===== src/rtl/ppgbd_pkg.sv =====
// Package for the PPG beat detector: widths, constants and shared types.
`default_nettype none
package ppgbd_pkg;
	localparam int SAMPLE_W = 20;
	localparam int AMP_W = 19;
	localparam int REG_W = 10;
	localparam int CFG_DATA_W = 19;
	localparam int CFG_IDX_W = 3;
	localparam int THR_W = 36;
	localparam int SINCE_W = 11;
	localparam int IVL_W = 10;
	localparam int SLOPE_SPAN_DEF = 4;
	localparam int MEDIAN_DEPTH_DEF = 8;
	localparam logic [16:0] DECAY_Q16 = 17'd65405;
	localparam logic [16:0] KEEP_Q16 = 17'd60293;
	localparam logic [16:0] GAIN_Q16 = 17'd5243;

	localparam logic [CFG_IDX_W-1:0] REG_SAMPLE_RATE = 3'd0;
	localparam logic [CFG_IDX_W-1:0] REG_REFRACTORY = 3'd1;
	localparam logic [CFG_IDX_W-1:0] REG_MIN_INTERVAL = 3'd2;
	localparam logic [CFG_IDX_W-1:0] REG_MAX_INTERVAL = 3'd3;
	localparam logic [CFG_IDX_W-1:0] REG_WARMUP = 3'd4;
	localparam logic [CFG_IDX_W-1:0] REG_TIMEOUT = 3'd5;
	localparam logic [CFG_IDX_W-1:0] REG_MIN_AMP = 3'd6;

	// Request passed from the front part to the back part.
	typedef struct packed {
		logic warm;
		logic crossing;
		logic [AMP_W-1:0] amp;
		logic [SINCE_W-1:0] since;
	} front_req_t;

	typedef struct packed {
		logic [REG_W-1:0] sample_rate_hz;
		logic [REG_W-1:0] refractory_len;
		logic [REG_W-1:0] min_interval;
		logic [REG_W-1:0] max_interval;
		logic [REG_W-1:0] warmup_len;
		logic [REG_W-1:0] timeout_len;
		logic [AMP_W-1:0] min_amplitude;
	} cfg_t;
endpackage
`default_nettype wire


===== src/rtl/ppg_beat_detector.sv =====
// Top level of the PPG beat detector.
`default_nettype none
// PPG beat detector: one 20-bit sample in, one result out per sample. A front
// stage computes the slope and marks peak candidates; a sequencer in the back
// runs the threshold, gates, median rank search and a 16-step divider. A
// warm-up sample gives its result in the cycle after it is taken; other samples
// pass through decay and gating, and an accepted beat with a stored interval
// also runs the median search and then the divide before its result. A
// new request is taken only once the previous result has been popped.
module ppg_beat_detector #(
	parameter int SLOPE_SPAN = ppgbd_pkg::SLOPE_SPAN_DEF,
	parameter int MEDIAN_DEPTH = ppgbd_pkg::MEDIAN_DEPTH_DEF
) (
	input  wire logic clk,
	input  wire logic arst_n,
	input  wire logic push,
	output logic full,
	input  wire logic signed [ppgbd_pkg::SAMPLE_W-1:0] sample,
	output logic empty,
	input  wire logic pop,
	output logic [7:0] beats_per_minute,
	output logic beat_found,
	output logic [ppgbd_pkg::AMP_W-1:0] beat_height,
	input  wire logic cfg_we,
	input  wire logic [ppgbd_pkg::CFG_IDX_W-1:0] cfg_index,
	input  wire logic [ppgbd_pkg::CFG_DATA_W-1:0] cfg_data
);
	import ppgbd_pkg::*;
	cfg_t cfg_q;
	logic in_ready, req_valid, req_ready, beat_accept;
	front_req_t req;

	assign full = !in_ready;

	always_ff @(posedge clk or negedge arst_n) begin
		if (!arst_n) begin
			cfg_q.sample_rate_hz <= 10'd100;
			cfg_q.refractory_len <= 10'd40;
			cfg_q.min_interval <= 10'd40;
			cfg_q.max_interval <= 10'd200;
			cfg_q.warmup_len <= 10'd500;
			cfg_q.timeout_len <= 10'd300;
			cfg_q.min_amplitude <= 19'd100;
		end else if (cfg_we) begin
			case (cfg_index)
				REG_SAMPLE_RATE: cfg_q.sample_rate_hz <= cfg_data[REG_W-1:0];
				REG_REFRACTORY: cfg_q.refractory_len <= cfg_data[REG_W-1:0];
				REG_MIN_INTERVAL: cfg_q.min_interval <= cfg_data[REG_W-1:0];
				REG_MAX_INTERVAL: cfg_q.max_interval <= cfg_data[REG_W-1:0];
				REG_WARMUP: cfg_q.warmup_len <= cfg_data[REG_W-1:0];
				REG_TIMEOUT: cfg_q.timeout_len <= cfg_data[REG_W-1:0];
				REG_MIN_AMP: cfg_q.min_amplitude <= cfg_data[AMP_W-1:0];
				default: ;
			endcase
		end
	end

	ppgbd_front #(.SLOPE_SPAN(SLOPE_SPAN)) u_front (
		.clk, .arst_n, .in_valid(push), .in_ready, .sample, .cfg(cfg_q),
		.req_valid, .req_ready, .req, .beat_accept
	);

	ppgbd_back #(.MEDIAN_DEPTH(MEDIAN_DEPTH)) u_back (
		.clk, .arst_n, .cfg(cfg_q), .req_valid, .req_ready, .req, .beat_accept,
		.empty, .pop, .beats_per_minute, .beat_found, .beat_height
	);
endmodule
`default_nettype wire


===== src/rtl/ppgbd_front.sv =====
// Front part: slope, rise tracking, warm-up and crossing classification.
`default_nettype none
module ppgbd_front #(
	parameter int SLOPE_SPAN = ppgbd_pkg::SLOPE_SPAN_DEF
) (
	input  wire logic clk,
	input  wire logic arst_n,
	input  wire logic in_valid,
	output logic in_ready,
	input  wire logic signed [ppgbd_pkg::SAMPLE_W-1:0] sample,
	input  wire ppgbd_pkg::cfg_t cfg,
	output logic req_valid,
	input  wire logic req_ready,
	output ppgbd_pkg::front_req_t req,
	input  wire logic beat_accept
);
	import ppgbd_pkg::*;
	localparam int PW = (SLOPE_SPAN > 1) ? $clog2(SLOPE_SPAN) : 1;

	logic signed [SAMPLE_W-1:0] line_q [SLOPE_SPAN];
	logic [PW-1:0] ptr_q;
	logic pos_q;
	logic signed [SAMPLE_W-1:0] rise_q;
	logic [REG_W-1:0] warm_q;
	logic [SINCE_W-1:0] since_q;
	logic signed [SAMPLE_W:0] d;
	logic [REG_W-1:0] warm_n;
	logic signed [SAMPLE_W-1:0] rise_n;
	logic [SINCE_W-1:0] since_n;
	logic in_warm, fire;

	// The back part resets since_q when it accepts a beat; the front only
	// counts, so the back hands its reset back as a one-cycle strobe on
	// beat_accept while no new request can be taken.
	assign in_ready = req_ready;
	assign fire = in_valid && in_ready;
	assign d = {sample[SAMPLE_W-1], sample} - {line_q[ptr_q][SAMPLE_W-1], line_q[ptr_q]};
	assign warm_n = (warm_q != '1) ? warm_q + 1'b1 : warm_q;
	assign rise_n = (d > 0 && sample > rise_q) ? sample : rise_q;
	assign since_n = (since_q != '1) ? since_q + 1'b1 : since_q;
	assign in_warm = warm_n < cfg.warmup_len;

	always_comb begin
		req_valid = fire;
		req.warm = in_warm;
		req.crossing = pos_q && !(d > 0);
		req.amp = rise_n[SAMPLE_W-1] ? '0 : rise_n[AMP_W-1:0];
		req.since = since_n;
	end

	always_ff @(posedge clk or negedge arst_n) begin
		if (!arst_n) begin
			for (int i = 0; i < SLOPE_SPAN; i++) line_q[i] <= '0;
			ptr_q <= '0;
			pos_q <= 1'b0;
			rise_q <= '0;
			warm_q <= '0;
			since_q <= SINCE_W'(41);
		end else begin
			if (fire) begin
				line_q[ptr_q] <= sample;
				ptr_q <= (ptr_q == PW'(SLOPE_SPAN - 1)) ? '0 : ptr_q + 1'b1;
				warm_q <= warm_n;
				pos_q <= d > 0;
				rise_q <= (in_warm || req.crossing) ? '0 : rise_n;
			end
			if (beat_accept)
				since_q <= '0;
			else if (fire)
				since_q <= since_n;
		end
	end
endmodule
`default_nettype wire


===== src/rtl/ppgbd_back.sv =====
// Back part: threshold, gating, median store, rate division and result queue.
`default_nettype none
module ppgbd_back #(
	parameter int MEDIAN_DEPTH = ppgbd_pkg::MEDIAN_DEPTH_DEF
) (
	input  wire logic clk,
	input  wire logic arst_n,
	input  wire ppgbd_pkg::cfg_t cfg,
	input  wire logic req_valid,
	output logic req_ready,
	input  wire ppgbd_pkg::front_req_t req,
	output logic beat_accept,
	output logic empty,
	input  wire logic pop,
	output logic [7:0] beats_per_minute,
	output logic beat_found,
	output logic [ppgbd_pkg::AMP_W-1:0] beat_height
);
	import ppgbd_pkg::*;
	localparam int MW = (MEDIAN_DEPTH > 1) ? $clog2(MEDIAN_DEPTH) : 1;
	localparam int FW = $clog2(MEDIAN_DEPTH + 1);
	localparam int CW = $clog2(MEDIAN_DEPTH + 1);
	localparam int NUM_W = 16;

	typedef enum logic [5:0] {
		ST_IDLE = 6'b000001,
		ST_DECAY = 6'b000010,
		ST_GATE = 6'b000100,
		ST_UPD = 6'b001000,
		ST_MED = 6'b010000,
		ST_DIV = 6'b100000
	} state_t;

	state_t state_q;
	front_req_t r_q;
	logic [THR_W-1:0] thr_q;
	logic [7:0] rate_q;
	logic [IVL_W-1:0] store_q [MEDIAN_DEPTH];
	logic [MW-1:0] sptr_q;
	logic [FW-1:0] fill_q;
	logic [MW-1:0] cand_q;
	logic [IVL_W-1:0] med_q;
	logic [NUM_W-1:0] rem_q;
	logic [8:0] quo_q;
	logic [4:0] dstep_q;
	logic found_q;
	logic out_full_q;
	logic [7:0] out_bpm_q;
	logic out_found_q;
	logic [AMP_W-1:0] out_amp_q;

	logic [THR_W-1:0] floor_q36;
	logic [THR_W-1:0] amp_q36;
	logic [THR_W+16:0] prod_decay;
	logic [THR_W+1:0] thr2;
	logic [THR_W-1:0] capped;
	logic [THR_W+17:0] upd_sum;
	logic [THR_W+4:0] lhs, rhs;
	logic [CW-1:0] lt_cnt, le_cnt;
	logic [IVL_W-1:0] cval;
	logic [FW-1:0] half;
	logic [NUM_W-1:0] numer;
	logic [3:0] nbit;
	logic [NUM_W:0] trial;

	assign floor_q36 = {1'b0, cfg.min_amplitude, 16'd0};
	assign amp_q36 = {1'b0, r_q.amp, 16'd0};
	assign prod_decay = thr_q * DECAY_Q16;
	assign thr2 = {thr_q, 1'b0};
	assign capped = ({2'b00, amp_q36} > thr2) ? thr2[THR_W-1:0] : amp_q36;
	assign upd_sum = thr_q * KEEP_Q16 + capped * GAIN_Q16;
	assign lhs = {amp_q36, 3'd0} + {2'b00, amp_q36, 1'b0};
	assign rhs = {3'd0, thr_q, 1'b0} + {5'd0, thr_q};
	assign half = fill_q >> 1;
	assign cval = store_q[cand_q];
	assign numer = {6'd0, cfg.sample_rate_hz} * 16'd60;
	// Divide steps 1 to 16 bring in numerator bits 15 down to 0.
	assign nbit = 4'd0 - dstep_q[3:0];
	assign trial = {rem_q, numer[nbit]} - {7'd0, med_q};

	// Rank count of one candidate per cycle: it is the median when the number
	// of smaller entries is at most half and the number not larger exceeds it.
	always_comb begin
		lt_cnt = '0;
		le_cnt = '0;
		for (int i = 0; i < MEDIAN_DEPTH; i++) begin
			if (FW'(i) < fill_q) begin
				if (store_q[i] < cval) lt_cnt = lt_cnt + 1'b1;
				if (store_q[i] <= cval) le_cnt = le_cnt + 1'b1;
			end
		end
	end

	assign req_ready = (state_q == ST_IDLE) && !out_full_q;
	assign empty = !out_full_q;
	assign beats_per_minute = out_bpm_q;
	assign beat_found = out_found_q;
	assign beat_height = out_amp_q;

	always_ff @(posedge clk) begin
		if (state_q == ST_UPD && r_q.since >= SINCE_W'(cfg.min_interval)
				&& r_q.since <= SINCE_W'(cfg.max_interval))
			store_q[sptr_q] <= r_q.since[IVL_W-1:0];
	end

	always_ff @(posedge clk or negedge arst_n) begin
		if (!arst_n) begin
			state_q <= ST_IDLE;
			r_q <= '0;
			thr_q <= '0;
			rate_q <= '0;
			sptr_q <= '0;
			fill_q <= '0;
			cand_q <= '0;
			med_q <= '0;
			rem_q <= '0;
			quo_q <= '0;
			dstep_q <= '0;
			found_q <= 1'b0;
			out_full_q <= 1'b0;
			out_bpm_q <= '0;
			out_found_q <= 1'b0;
			out_amp_q <= '0;
			beat_accept <= 1'b0;
		end else begin
			beat_accept <= 1'b0;
			if (pop && out_full_q) out_full_q <= 1'b0;
			case (state_q)
				ST_IDLE: begin
					if (req_valid && req_ready) begin
						r_q <= req;
						found_q <= 1'b0;
						if (req.warm) begin
							out_full_q <= 1'b1;
							out_bpm_q <= '0;
							out_found_q <= 1'b0;
							out_amp_q <= '0;
						end else begin
							if (rate_q != 0 && req.since > SINCE_W'(cfg.timeout_len)) begin
								rate_q <= '0;
								fill_q <= '0;
								thr_q <= '0;
							end
							state_q <= ST_DECAY;
						end
					end
				end
				ST_DECAY: begin
					if (thr_q > floor_q36) thr_q <= prod_decay[THR_W+15:16];
					state_q <= (r_q.crossing && r_q.amp >= cfg.min_amplitude)
						? ST_GATE : ST_DIV;
					dstep_q <= '0;
				end
				ST_GATE: begin
					// A level below the floor is seeded with this peak first.
					if (thr_q < floor_q36)
						thr_q <= amp_q36;
					else if (lhs < rhs || r_q.since <= SINCE_W'(cfg.refractory_len))
						state_q <= ST_DIV;
					else begin
						found_q <= 1'b1;
						beat_accept <= 1'b1;
						state_q <= ST_UPD;
					end
				end
				ST_UPD: begin
					thr_q <= upd_sum[THR_W+15:16];
					if (r_q.since >= SINCE_W'(cfg.min_interval)
							&& r_q.since <= SINCE_W'(cfg.max_interval)) begin
						sptr_q <= (sptr_q == MW'(MEDIAN_DEPTH - 1)) ? '0 : sptr_q + 1'b1;
						if (fill_q < FW'(MEDIAN_DEPTH)) fill_q <= fill_q + 1'b1;
						cand_q <= '0;
						state_q <= ST_MED;
					end else
						state_q <= ST_DIV;
					dstep_q <= '0;
				end
				ST_MED: begin
					if (CW'(lt_cnt) <= CW'(half) && CW'(le_cnt) > CW'(half)) begin
						med_q <= cval;
						rem_q <= '0;
						quo_q <= '0;
						dstep_q <= 5'd1;
						state_q <= ST_DIV;
					end else
						cand_q <= cand_q + 1'b1;
				end
				ST_DIV: begin
					// Restoring division of sample rate*60 by the median, one bit a cycle.
					if (dstep_q == '0 || med_q == '0) begin
						out_full_q <= 1'b1;
						out_bpm_q <= rate_q;
						out_found_q <= found_q;
						out_amp_q <= found_q ? r_q.amp : '0;
						state_q <= ST_IDLE;
					end else if (dstep_q == 5'd17) begin
						rate_q <= (quo_q > 9'd255) ? 8'd255 : quo_q[7:0];
						out_full_q <= 1'b1;
						out_bpm_q <= (quo_q > 9'd255) ? 8'd255 : quo_q[7:0];
						out_found_q <= 1'b1;
						out_amp_q <= r_q.amp;
						state_q <= ST_IDLE;
					end else begin
						if (!trial[NUM_W])
							rem_q <= trial[NUM_W-1:0];
						else
							rem_q <= {rem_q[NUM_W-2:0], numer[nbit]};
						// Once the quotient passes 255 it only has to stay there.
						quo_q <= quo_q[8] ? quo_q : {quo_q[7:0], !trial[NUM_W]};
						dstep_q <= dstep_q + 1'b1;
					end
				end
				default: state_q <= ST_IDLE;
			endcase
		end
	end
endmodule
`default_nettype wire

===== config.mk =====
export PLATFORM = sky130hd
export DESIGN_NAME = ppg_beat_detector
export DESIGN_NICKNAME = d
export VERILOG_FILES = /design/src/rtl/ppgbd_pkg.sv /design/src/rtl/ppg_beat_detector.sv /design/src/rtl/ppgbd_front.sv /design/src/rtl/ppgbd_back.sv
export SDC_FILE = /design/constraint.sdc
export NUM_CORES = 2
export LEC_CHECK = 0
export ABC_AREA = 1
export ABC_CLOCK_PERIOD_IN_PS = 8300
export BUFFER_PORTS_ARGS = -buffer_cell sky130_fd_sc_hd__clkbuf_2
export CAP_MARGIN = 25
export CELL_PAD_IN_SITES_DETAIL_PLACEMENT = 0
export CELL_PAD_IN_SITES_GLOBAL_PLACEMENT = 1
export CORE_MARGIN = 8
export CORE_UTILIZATION = 46
export DETAILED_ROUTE_END_ITERATION = 10
export PLACE_DENSITY = 0.77
export SLEW_MARGIN = 40
export SYNTH_ARGS = -nofsm -noshare
export SYNTH_HDL_FRONTEND = slang
export SYNTH_SLANG_ARGS = --single-unit

===== constraint.sdc =====
create_clock -name clk -period 8.3 [get_ports clk]
set_clock_uncertainty 0.05 [all_clocks]
set_input_delay 1.66 -clock clk [delete_from_list [all_inputs] [get_ports clk]]
set_output_delay 1.66 -clock clk [all_outputs]
set_load 0.01 [all_outputs]

==> run metrics <==
violated checks=negative setup slack; I/O Buffers=76; Final Routed Wirelength=about 220000 um; P&R area growth vs syn=17.6%; EDFF count, synth=80; GRT overflow=0; Slowest-stage cell, CP=fa_2; largest net degree at the start of global routing=approximately 110; Setup CP Type=register to register; Final Core Density=a little over half; startpoint types=register; setup TNS=-17.15 ns; Netlist Area Pre-Place=~63000 um2; IO Pins=77; Final Hold Vio Count=0; Hold WC Path Type=register to register; wire length of the first global-routing pass=roughly 340000 um; Syn Area/Cell=~8.6 um2; share of cells above drive strength 1=between 15 and 20%; Mapped Cells=7325; wire per inst=22.7 um; Final Critical Period=9.04 ns; Synth cell types=71; Syn Nets=between 9000 and 10000; initial antenna violation count=3; async set-reset flop share out of synthesis=between 80% and 90%; clk root buf=clkbuf_16; Die Ht=about 390 um; CP most frequent cell=inv_2; Clk Latency, worst-skew pair=about 0.7 ns; peak supply drop=between 0.0002 and 0.0003 V; Reg clk slew, reported paths=0.07 ns; vias in the first global route=around 55000; pwr dens=306 nW/um2; PnR worst setup slack=-0.742 ns; cts hold-fix bufs=0; Overall Power=0.0226 W; Syn. warnings=0; CTS tree=built; post-DP HPWL=180000 um; CP Capture Type=register; clock sinks=445; via count of the routed design=about 53000; Final Max Tran Viols=0; Placeable Area=approximately 140000 um2; # fillers=12600; die width=385 um; DR iter-0 viols=about 4200; # H-tree levels=2; outcome=finished, violations left; final net count=between 9000 and 10000; achievable frequency=around 110 MHz; Worst EP required=just under 9 ns; Initial Util=46.3%; Longest Clk Path Bufs=3; flops & latches, synth=between 400 and 500; crit-path max FO=8; Layout Cells excl Fill=a little under 10000; DRC=0; CTS Buf Count=55; register area share after synthesis=between 10% and 20%; slew margin rel.=a little over an eighth; die area=about 150000 um2; Slew @ Worst Pin=roughly 1.3 ns; crit path DAT=roughly 9.6 ns; Pleak=between 30 and 40 nW; Cell Rows=between 100 and 150; Max-cap violations=0; Main synth FF type=dfrtp_1; GP Congestion=about 1.0; vias per std cell=5.42; post-route antenna net violation count=0; fin crit share=109%; Tot GR Track Use=between 30% and 40%; first-pass detailed-route iteration total=8; final setup violation count=36; dpl cells=9540; CP max stage delay=between 0.6 and 0.7 ns; unrepaired setup endpoints after global routing=true
==> stage by stage <==
stage | instance area (um2) | hold slack, ns | setup WS (ns)
6_report | 73700 | 0.432 | -0.742
5_1_grt | 73700 | 0.449 | -0.967
4_1_cts | 72500 | 0.431 | -0.348
3_5_place_dp | 68800 | 0.420 | -0.920
3_3_place_gp | 68800 | 0.415 | -0.900
2_1_floorplan | 62900 | 0.355 | -0.0488
==> cell families after synthesis <==
group,synth area share [%]
xor+xnor,1.58
buf+inv,11.0
flops,18.5
simple gates,13.9
fa+ha+maj,44.4
mux,0.0160
compound gates,10.6
==> synth_stat cells, types with 17 or more instances <==
cell      number  area share (%)
o21bai_1      32            0.38
o31ai_1       17            0.20
nand2_1     1212             7.3
a32o_1        18            0.29
a31oi_1       42            0.42
o22ai_1       43            0.43
inv_1       1687              10
clkbuf_1      97            0.58
or2_2         17            0.17
nand4_1       55            0.55
ha_1         811              16
fa_1         884              28
o21ai_1       29            0.23
nand3b_1      22            0.26
nor4_1        23            0.23
nand3_1      167             1.3
o211ai_1      23            0.28
dfrtp_1      338              13
o21ai_0      498             4.0
xor2_1        78             1.1
dfstp_2       27             1.1
edfxtp_1      80             3.8
nor2_1       415             2.5
nor3_1        70            0.56
xnor2_1       35            0.49
o21a_1        24            0.29
nand2_2       27            0.27
a21oi_1      390             3.1
==> critical path, delay by kind of cell (launching register included) <==
family / cells / cell delay [ns]
AOI/OAI and AO/OA: 9 / 1.23
and+or+nand+nor: 11 / 1.42
buffers and inverters: 13 / 1.10
adders and majority gates: 10 / 4.77
DFF: 1 / 0.37
==> registers in the layout, summed over array words and instances, names as in the netlist, 4 cells and up <==
| register | cells |
|---|---|
| u_back.thr_q | 36 |
| u_front.rise_q | 20 |
| u_front.line_q | 80 |
| u_back.med_q | 10 |
| u_front.warm_q | 10 |
| u_back.beats_per_minute | 8 |
| u_back.store_q | 80 |
| u_back.fill_q | 4 |
| u_back.rem_q | 16 |
| u_back.rate_q | 8 |
| u_back.dstep_q | 5 |
| u_front.since_q | 11 |
| u_back.state_q | 6 |
| u_back.amp_q36 | 19 |
| cfg_q | 79 |
| u_back.r_q | 12 |
| u_back.beat_height | 19 |
| u_back.quo_q | 9 |
==> cells in the final DEF, fill, tap and decap left out, types with 31 or more instances in the layout <==
master     instances
inv_1           1598
nand2_1         1150
fa_1             850
ha_1             768
buf_4            558
o21ai_0          432
nor2_1           364
a21oi_1          361
dfrtp_1          311
nand3_1          159
inv_2             90
edfxtp_1          80
xor2_1            78
clkbuf_2          75
nand2_2           73
clkbuf_16         62
nand4_1           55
o21ai_1           55
nor3_1            54
o22ai_1           41
ha_4              40
buf_6             35
nor2_2            34
a31oi_1           34
fa_2              34
o21ai_2           32
xnor2_1           32
o21bai_1          31
==> layer usage <==
layer  GRT usage [%]  wire [um]  vias to the layer above
met5               0          9                        -
met4            11.6      11100                        2
met3            5.87      17700                      494
met2            47.4      98200                     1996
met1            41.1      95500                    26200
li1                -          -                    24300
==> final cells by class <==
cell class / count / area [um2] / area share [%]
tap: 1781 / 2230 / 3.02
clock inverter: 30 / 365 / 0.495
clock buffer: 74 / 1550 / 2.10
multi-input combinational: 5058 / 46100 / 62.6
sequential: 445 / 11600 / 15.7
timing repair buffer: 692 / 5450 / 7.39
antenna: 1 / 2.50 / 0.00339
inverter: 1700 / 6400 / 8.68
==> power breakdown <==
group	switching, W	leakage (nW)	internal [W]	total (W)
Sequential	0.000301	5.34	0.00267	0.00297
Clock	0.00111	0.925	0.00149	0.00260
Combinational	0.00994	32.6	0.00705	0.0170
==> repair_timing <==
item | 4_1_cts | 5_1_grt
gates resized for setup | 305 | 210
pin swaps | 117 | 119
gates cloned | 1 | 8
setup endpoints to repair | 36 | 83
buffers inserted | 86 | 49
==> worst paths after layout <==
check / start / to / slack, ns / cells after the start
setup / recovery: u_back.thr_q[18] / u_back.thr_q[22] / -0.74 / 43
hold / removal: u_front.since_q[3] / u_front.since_q[3] / 0.43 / 2
setup reg to reg: u_back.thr_q[18] / u_back.thr_q[22] / -0.74 / 43
hold reg to reg: u_front.since_q[3] / u_front.since_q[3] / 0.43 / 2
max in group asynchronous: arst_n / u_back.cand_q[1] / 6.01 / 2
min in group asynchronous: arst_n / u_front.line_q[55] / 0.94 / 1
No activity file was read; power rests on OpenSTA's default activity.
